===== config.mk =====
export PLATFORM = sky130hd
export DESIGN_NAME = timed_event_priority_queue
export DESIGN_NICKNAME = d
export VERILOG_FILES = /design/src/rtl/core/tepq_pkg.sv /design/src/rtl/core/tepq_cell.sv /design/src/rtl/core/timed_event_priority_queue.sv
export SDC_FILE = /design/constraint.sdc
export NUM_CORES = 2
export LEC_CHECK = 0
export ABC_AREA = 1
export BUFFER_PORTS_ARGS = -buffer_cell sky130_fd_sc_hd__buf_2
export CAP_MARGIN = 0
export CORE_MARGIN = 3
export CORE_UTILIZATION = 60
export CTS_BUF_LIST = sky130_fd_sc_hd__clkbuf_4
export DETAILED_ROUTE_END_ITERATION = 8
export PLACE_DENSITY = 0.74
export SETUP_SLACK_MARGIN = 0.2
export SLEW_MARGIN = 40
export SYNTH_ARGS = -nofsm -noshare
export SYNTH_HDL_FRONTEND = slang
export SYNTH_SLANG_ARGS = --single-unit

===== constraint.sdc =====
create_clock -name clock -period 11.3 [get_ports clock]
set_input_delay 2.26 -clock clock [delete_from_list [all_inputs] [get_ports clock]]
set_output_delay 2.26 -clock clock [all_outputs]
set_load 0.05 [all_outputs]

===== src/rtl/core/tepq_pkg.sv =====
// Package for the timed event priority queue.
// Holds sizes, mode and status codes, and the types shared by the cell chain and the top level.
// No dependencies.
package tepq_pkg;

   localparam int DEPTH      = 16;
   localparam int TAG_WIDTH  = 16;
   localparam int CYCLE_BITS = 64;

   typedef logic [TAG_WIDTH-1:0]  tag_type;
   typedef logic [CYCLE_BITS-1:0] cycle_type;

   // Request modes
   typedef enum logic [1:0] {
      MODE_SCHEDULE = 2'd0,
      MODE_POP      = 2'd1,
      MODE_PROCESS  = 2'd2,
      MODE_NONE     = 2'd3
   } mode_type;

   // Result status codes
   typedef enum logic [1:0] {
      STATUS_OK    = 2'd0,
      STATUS_PAST  = 2'd1,
      STATUS_EMPTY = 2'd2,
      STATUS_FULL  = 2'd3
   } status_type;

   // Per-cycle action of every cell in the chain
   typedef enum logic [1:0] {
      CELL_HOLD   = 2'd0,
      CELL_INSERT = 2'd1,
      CELL_REMOVE = 2'd2
   } cell_op_type;

   // One stored event
   typedef struct packed {
      logic      valid;
      cycle_type cycle;
      tag_type   tag;
   } entry_type;

   // Broadcast from the controller to all cells
   typedef struct packed {
      cell_op_type op;
      cycle_type   key;
      tag_type     tag;
   } cell_ctrl_type;

endpackage


===== src/rtl/core/tepq_cell.sv =====
// One cell of the sorted event chain: holds one event and its valid bit.
// Compares its cycle against the broadcast key and trades entries with its neighbors.
// Depends on tepq_pkg.
module tepq_cell (
   input  logic                   clock,
   input  logic                   reset,
   input  tepq_pkg::cell_ctrl_type ctrl,
   input  tepq_pkg::entry_type    left_entry,
   input  logic                   left_le,
   input  tepq_pkg::entry_type    right_entry,
   output tepq_pkg::entry_type    cell_entry,
   output logic                   cell_le
);

   logic                valid_ff;
   logic                valid_in;
   tepq_pkg::cycle_type cycle_ff;
   tepq_pkg::cycle_type cycle_in;
   tepq_pkg::tag_type   tag_ff;
   tepq_pkg::tag_type   tag_in;

   // Stored event sorts at or before the key
   assign cell_le = valid_ff && (cycle_ff <= ctrl.key);

   assign cell_entry.valid = valid_ff;
   assign cell_entry.cycle = cycle_ff;
   assign cell_entry.tag   = tag_ff;

   // Next entry: keep, take the new event, or shift from a neighbor
   always_comb begin
      valid_in = valid_ff;
      cycle_in = cycle_ff;
      tag_in   = tag_ff;
      case (ctrl.op)
         tepq_pkg::CELL_INSERT: begin
            if (!cell_le) begin
               if (left_le) begin
                  valid_in = 1'b1;
                  cycle_in = ctrl.key;
                  tag_in   = ctrl.tag;
               end else begin
                  valid_in = left_entry.valid;
                  cycle_in = left_entry.cycle;
                  tag_in   = left_entry.tag;
               end
            end
         end
         tepq_pkg::CELL_REMOVE: begin
            valid_in = right_entry.valid;
            cycle_in = right_entry.cycle;
            tag_in   = right_entry.tag;
         end
         default: begin
         end
      endcase
   end

   always_ff @(posedge clock) begin
      if (reset) begin
         valid_ff <= 1'b0;
      end else begin
         valid_ff <= valid_in;
      end
   end

   // Payload needs no reset
   always_ff @(posedge clock) begin
      cycle_ff <= cycle_in;
      tag_ff   <= tag_in;
   end

endmodule


===== src/rtl/core/timed_event_priority_queue.sv =====
// Timed event priority queue: a sorted chain of event cells and its command controller.
// Depends on tepq_pkg and tepq_cell.
// Schedule, pop and the unused mode give one result: the request is captured, worked in the run state,
// and the result is registered; no new request is taken while busy. Process gives one result per due
// event, one chain shift per removed event, then a closing result, with busy high until it is issued.
// Reset clears all valid bits at once (queue empty) and the controller; results cannot be stalled.
module timed_event_priority_queue (
   input  logic        clock,
   input  logic        reset,
   input  logic        start,
   output logic        busy,
   input  logic [1:0]  req_mode,
   input  logic [63:0] req_event_cycle,
   input  logic [15:0] req_event_tag,
   input  logic [63:0] req_now_cycle,
   input  logic [63:0] req_limit_cycle,
   output logic        rsp_strobe,
   output logic [1:0]  rsp_status,
   output logic        rsp_out_valid,
   output logic [15:0] rsp_out_tag,
   output logic [63:0] rsp_out_cycle,
   output logic        rsp_last
);

   typedef enum logic [1:0] {
      S_IDLE = 2'b01,
      S_RUN  = 2'b10
   } state_type;

   state_type state_ff, state_in;

   tepq_pkg::mode_type  mode_ff;
   tepq_pkg::cycle_type ecyc_ff;
   tepq_pkg::tag_type   etag_ff;
   tepq_pkg::cycle_type now_ff;
   tepq_pkg::cycle_type limit_ff;
   logic                any_ff, any_in;

   logic        strobe_ff, strobe_in;
   logic [1:0]  status_ff, status_in;
   logic        oval_ff, oval_in;
   logic [15:0] otag_ff, otag_in;
   logic [63:0] ocyc_ff, ocyc_in;
   logic        last_ff, last_in;

   tepq_pkg::cell_ctrl_type ctrl;
   tepq_pkg::entry_type     cell_q  [tepq_pkg::DEPTH];
   logic                    cell_le [tepq_pkg::DEPTH];
   logic [tepq_pkg::DEPTH-1:0] valid_vec;

   logic accept;
   logic full;
   logic empty;
   logic past;

   assign busy   = (state_ff != S_IDLE);
   assign accept = start && !busy;
   assign full   = cell_q[tepq_pkg::DEPTH-1].valid;
   assign empty  = !cell_q[0].valid;
   assign past   = (ecyc_ff < now_ff);

   // Request capture
   always_ff @(posedge clock) begin
      if (accept) begin
         mode_ff  <= tepq_pkg::mode_type'(req_mode);
         ecyc_ff  <= req_event_cycle;
         etag_ff  <= tepq_pkg::tag_type'(req_event_tag);
         now_ff   <= req_now_cycle;
         limit_ff <= req_limit_cycle;
      end
   end

   // Cell chain; head cell sees a virtual always-before neighbor
   generate
      for (genvar i = 0; i < tepq_pkg::DEPTH; i++) begin : g_cell
         tepq_pkg::entry_type left_e;
         tepq_pkg::entry_type right_e;
         logic                left_l;
         if (i == 0) begin : g_head
            assign left_e = '{valid: 1'b1, cycle: '0, tag: '0};
            assign left_l = 1'b1;
         end else begin : g_mid
            assign left_e = cell_q[i-1];
            assign left_l = cell_le[i-1];
         end
         if (i == tepq_pkg::DEPTH-1) begin : g_tail
            assign right_e = '{valid: 1'b0, cycle: '0, tag: '0};
         end else begin : g_body
            assign right_e = cell_q[i+1];
         end
         tepq_cell u_cell (
            .clock       (clock),
            .reset       (reset),
            .ctrl        (ctrl),
            .left_entry  (left_e),
            .left_le     (left_l),
            .right_entry (right_e),
            .cell_entry  (cell_q[i]),
            .cell_le     (cell_le[i])
         );
         assign valid_vec[i] = cell_q[i].valid;
      end
   endgenerate

   // Controller: one result per cycle in the run state
   always_comb begin
      state_in  = state_ff;
      any_in    = any_ff;
      strobe_in = 1'b0;
      status_in = tepq_pkg::STATUS_OK;
      oval_in   = 1'b0;
      otag_in   = '0;
      ocyc_in   = '0;
      last_in   = 1'b1;
      ctrl.op   = tepq_pkg::CELL_HOLD;
      ctrl.key  = (mode_ff == tepq_pkg::MODE_PROCESS) ? limit_ff : ecyc_ff;
      ctrl.tag  = etag_ff;
      case (state_ff)
         S_IDLE: begin
            if (accept) begin
               state_in = S_RUN;
               any_in   = 1'b0;
            end
         end
         S_RUN: begin
            strobe_in = 1'b1;
            state_in  = S_IDLE;
            case (mode_ff)
               tepq_pkg::MODE_SCHEDULE: begin
                  if (past) begin
                     status_in = tepq_pkg::STATUS_PAST;
                  end else if (full) begin
                     status_in = tepq_pkg::STATUS_FULL;
                  end else begin
                     ctrl.op = tepq_pkg::CELL_INSERT;
                  end
               end
               tepq_pkg::MODE_POP: begin
                  if (empty) begin
                     status_in = tepq_pkg::STATUS_EMPTY;
                  end else begin
                     oval_in = 1'b1;
                     otag_in = 16'(cell_q[0].tag);
                     ocyc_in = cell_q[0].cycle;
                     ctrl.op = tepq_pkg::CELL_REMOVE;
                  end
               end
               tepq_pkg::MODE_PROCESS: begin
                  // head due: emit it and shift, else close out
                  if (cell_le[0]) begin
                     oval_in  = 1'b1;
                     otag_in  = 16'(cell_q[0].tag);
                     ocyc_in  = cell_q[0].cycle;
                     last_in  = 1'b0;
                     any_in   = 1'b1;
                     state_in = S_RUN;
                     ctrl.op  = tepq_pkg::CELL_REMOVE;
                  end else if (!any_ff) begin
                     status_in = tepq_pkg::STATUS_EMPTY;
                  end
               end
               default: begin
               end
            endcase
         end
         default: begin
            state_in = S_IDLE;
         end
      endcase
   end

   always_ff @(posedge clock) begin
      if (reset) begin
         state_ff  <= S_IDLE;
         any_ff    <= 1'b0;
         strobe_ff <= 1'b0;
      end else begin
         state_ff  <= state_in;
         any_ff    <= any_in;
         strobe_ff <= strobe_in;
      end
   end

   // Result payload
   always_ff @(posedge clock) begin
      status_ff <= status_in;
      oval_ff   <= oval_in;
      otag_ff   <= otag_in;
      ocyc_ff   <= ocyc_in;
      last_ff   <= last_in;
   end

   assign rsp_strobe    = strobe_ff;
   assign rsp_status    = status_ff;
   assign rsp_out_valid = oval_ff;
   assign rsp_out_tag   = otag_ff;
   assign rsp_out_cycle = ocyc_ff;
   assign rsp_last      = last_ff;

   // Valid cells stay packed toward the head
   a_packed: assert property (@(posedge clock) disable iff (reset)
      ((valid_vec + tepq_pkg::DEPTH'(1)) & valid_vec) == '0)
      else $error("event chain not packed");

   // Head never sorts after its neighbor
   a_sorted: assert property (@(posedge clock) disable iff (reset)
      cell_q[1].valid |-> (cell_q[0].cycle <= cell_q[1].cycle))
      else $error("event chain out of order");

   // A result only follows a cycle of work
   a_rsp_busy: assert property (@(posedge clock) disable iff (reset)
      rsp_strobe |-> $past(busy))
      else $error("result without pending request");

   // Non-closing results always carry an event
   a_mid_rsp: assert property (@(posedge clock) disable iff (reset)
      (rsp_strobe && !rsp_last) |-> (rsp_out_valid && rsp_status == tepq_pkg::STATUS_OK))
      else $error("intermediate result without event");

endmodule


==> run_results.csv <==
group,metric,value,unit
global_routing,grt_max_degree,237,
setup_path,worstSetupPathType,"register to register",
power,p_int,10.7,mW
place,dp_hpwl,225000,µm
power,p_sw_frac,0.349,
global_routing,overflow,0,
logic_synthesis,synthTopCellsByArea,"edfxtp_1 46%, ha_1 13%, nand2_1 12%, a31oi_1 6.6%, nor2_1 5.3%",
logic_synthesis,syn_nets,12100,
place,pre_cts_ws,3170,ps
logic_synthesis,netlist_area,0.0969,mm²
floorplan,die_h,408,µm
power,p_clk_frac,0.324,
drt,drt_iter0_drc,12500,
logic_synthesis,async_flop_share,0,
logic_synthesis,synth_compound_area_frac,0.136,
power,seqPwrFrac,0.422,
min_path,hp-class,"register to register",
sta,period_needed,8210,ps
drt,first_pass_iters,7,
setup_path,r2r-start,"mode_ff[0]$_DFFE_PP_",
setup_path,crit_arrival,9310,ps
floorplan,pin_count,299,
power,p_per_area,156,mW/mm²
logic_synthesis,seq_area_frac_synth,0.483,
logic_synthesis,synth_cell_type_count,41,
sta,layout_setup_ws,3090,ps
drt,ant_nets,0,
cells_and_area,fin_area,0.106,mm²
logic_synthesis,yosys-top-cells-count,"3,004 x nand2_1, 1,490 x edfxtp_1, 1,376 x nor2_1",
logic_synthesis,synth_warnings,0,
floorplan,coreArea,0.159,mm²
sta,hold_viol,0,
cells_and_area,drive_above_1_share,0.113,
cts,clkTransAtPathRegs,70,ps
setup_path,crit_start,"mode_ff[0]$_DFFE_PP_",
global_routing,grt_pass1_vias,82900,
setup_path,cp-start-kind,"register",
sta,grt_setup_unrepaired,"false",
drt,drc,0,
cts,cts-root-buf,"clkbuf_4",
setup_path,crit_fanout,110,
floorplan,dieArea,0.166,mm²
sta,final.period_utilization,0.727,
setup_path,rr_worst_depth,21,
logic_synthesis,synth.most_common_cell,"nand2_1",
run_status,status,"completed",
logic_synthesis,synth-adder-area-share,0.131,
global_routing,antenna_found_initial,21,
logic_synthesis,synth-xor-area-share,0,
setup_path,reg2reg_to,"g_cell[3].u_cell.cycle_ff[27]$_DFFE_PP_",
logic_synthesis,synth-main-ff-cell,"edfxtp_1",
logic_synthesis,synth_top_family_by_area,"simple AND/OR/NAND/NOR gates",
power,total_power,16.5,mW
cells_and_area,syn_to_final_growth,9.46,%
cts,clk_path_buf_depth,4,
setup_path,required,12390,ps
sta,tns,0,ps
sta,relSlewSlack,0.339,
logic_synthesis,synth_edf_count,1490,
logic_synthesis,yosysTopAreaCellShare,0.462,
logic_synthesis,ys_ff_latch,1594,
power,p_leak,45.4,nW
power,p_switching,5.77,mW
global_routing,grt_usage,0.384,
drt,routed_via_density,6.36,
floorplan,die_w,408,µm
sta,slew_violations,0,
cells_and_area,stdcell_count,13700,
setup_path,end_kind,"register",
drt,vias,86900,
logic_synthesis,yosys.area_share.simple,0.196,
logic_synthesis,synth_cells,10900,
power,combPwrFrac,0.253,
cts,cts_resized,0,
sta,skew,169,ps
floorplan,rows,146,
place,routabilityCongestion,0.985,
place,port_buffers,298,
cts,numCtsBuffers,439,
cells_and_area,n_fill_cell,12900,
drt,drt_wl_total,329000,µm
sta,fmax,122,MHz
cts,insertion_delay,1500,ps
cts,cts-hold-fix-buffers,0,
flow_run,drv_cap,0,
setup_path,r2r_slack,3090,ps
drt,post_drt_wl_per_cell,24.1,µm
sta,worst_slew_pin_slew,977,ps
cts,cts.sinks,1594,
power,ir_worst_vdd,0.210,mV
logic_synthesis,synth_area_leader_cell,"edfxtp_1",
place,dp_cells,12900,
place,place_area,0.100,mm²
logic_synthesis,syn_area_per_cell,8.87,µm²
setup_path,setup.worst_path.end,"g_cell[3].u_cell.cycle_ff[27]$_DFFE_PP_",
sta,finalSetupViolCount,0,
cts,htree_levels,5,
logic_synthesis,synth.mux.area_fraction,0,
floorplan,floorplan.initialDensity,0.608,
cts,cts_tree,"built",
cts,postCtsSetupBuffers,0,
global_routing,grt_first_pass_wirelength,493000,µm
cells_and_area,final_nets,12400,
==> cell usage in the layout (no fill, tap or decap), drive strengths merged, types with 5 or more instances in the layout <==
| cell type | netlist | final |
|---|---|---|
| a31oi | 1026 | 1026 |
| clkbuf | 357 | 642 |
| nor2 | 1377 | 1377 |
| o211ai | 184 | 184 |
| clkinv | 0 | 116 |
| nor3 | 40 | 40 |
| nor4 | 33 | 33 |
| diode | 0 | 18 |
| o21bai | 23 | 23 |
| ha | 1013 | 1013 |
| o21ai | 332 | 332 |
| nand2 | 3016 | 3016 |
| or2 | 53 | 53 |
| a211oi | 26 | 26 |
| inv | 641 | 644 |
| o221ai | 11 | 11 |
| nor4b | 9 | 9 |
| bufinv | 0 | 6 |
| or4 | 5 | 5 |
| o21a | 26 | 26 |
| edfxtp | 1490 | 1490 |
| nand3 | 123 | 123 |
| buf | 280 | 454 |
| a21o | 6 | 6 |
| dfxtp | 104 | 104 |
| a21oi | 584 | 584 |
| nand3b | 20 | 20 |
| nand4 | 119 | 119 |
==> cell type report <==
| class | count | area, µm² | share of cell area |
|---|---|---|---|
| inverters | 641 | 2460 | 0.0232 |
| multi-input cells | 8043 | 45500 | 0.429 |
| clock inverters | 128 | 673 | 0.00635 |
| flip-flops and latches | 1594 | 46800 | 0.442 |
| clock buffers | 640 | 4800 | 0.0453 |
| diodes | 18 | 45.0 | 0.000425 |
| repair buffers | 456 | 3000 | 0.0283 |
| well taps | 2146 | 2690 | 0.0253 |
==> state kept, by name, indices dropped and copies added, names as in the netlist <==
register / cells
g_cell.u_cell.valid_ff: 16
rsp_strobe: 1
ecyc_ff: 64
rsp_last: 1
g_cell.u_cell.tag_ff: 256
g_cell.u_cell.cycle_ff: 1024
rsp_out_tag: 16
rsp_out_valid: 1
state_ff: 2
any_ff: 1
rsp_out_cycle: 64
now_ff: 64
rsp_status: 2
limit_ff: 64
mode_ff: 2
etag_ff: 16
==> worst min-delay path by stage <==
| stage | to | from | cells past startpoint | slack, ps |
|---|---|---|---|---|
| after floorplan | any_ff$_SDFFE_PP0P_ | any_ff$_SDFFE_PP0P_ | 2 | 430 |
| after global placement | state_ff[1]$_SDFFE_PP0N_ | state_ff[1]$_SDFFE_PP0N_ | 2 | 470 |
| after detailed placement | rsp_out_tag[13]$_SDFF_PN0_ | g_cell[0].u_cell.tag_ff[13]$_DFFE_PP_ | 2 | 490 |
| after CTS | state_ff[1]$_SDFFE_PP0N_ | state_ff[1]$_SDFFE_PP0N_ | 2 | 510 |
| after global routing | state_ff[1]$_SDFFE_PP0N_ | state_ff[1]$_SDFFE_PP0N_ | 2 | 530 |
| final | state_ff[1]$_SDFFE_PP0N_ | state_ff[1]$_SDFFE_PP0N_ | 2 | 510 |
==> critical path, stage by stage, from the launching register on <==
cell,delay (ps)
edfxtp_1,420
inv_1,150
ha_4,520
buf_12,530
nand2_1,110
o21ai_1,100
buf_4,240
inv_1,350
ha_1,440
nand2_1,90
nor4_1,710
nor4b_2,600
nand2_1,110
nand2_1,90
nand2_2,90
nand3_4,180
nand2_4,200
nand3_4,590
buf_4,620
buf_6,640
buf_6,670
a31oi_1,180
==> metrics by stage <==
stage          utilization  hold WS, ps
2_1_floorplan            -          434
5_1_grt              0.666          526
3_5_place_dp         0.630          490
6_report             0.666          508
3_3_place_gp         0.627          475
4_1_cts              0.664          506
==> routing by layer <==
layer / GRT usage / up-vias / part of all wire
met1: 0.515 / 40600 / 0.38
li1: - / 39200 / -
met2: 0.570 / 6003 / 0.43
met5: 0.0138 / - / 0.00075
met4: 0.193 / 18 / 0.052
met3: 0.110 / 1069 / 0.14
==> logic make-up (layout without fill, tap and decap cells) <==
logic type               Yosys count  count (layout)
AND/OR/NAND/NOR                 4804            4804
AO/OA/AOI/OAI                   2226            2226
flip-flops                      1594            1594
buffers and inverters           1278            1865
adder cells (fa/ha/maj)         1013            1013
other                              0              18
==> power by group through the flow <==
| stage | registers, mW | logic (mW) | clock network (mW) |
|---|---|---|---|
| floorplan | 6.98 | 2.61 | 0 |
| global placement | 7.09 | 3.83 | 0 |
| detailed placement | 7.09 | 4.04 | 0 |
| CTS | 6.96 | 4.07 | 5.38 |
| global route | 6.99 | 4.63 | 5.70 |
| finish | 6.98 | 4.19 | 5.35 |
No activity file was read; power rests on OpenSTA's default activity.
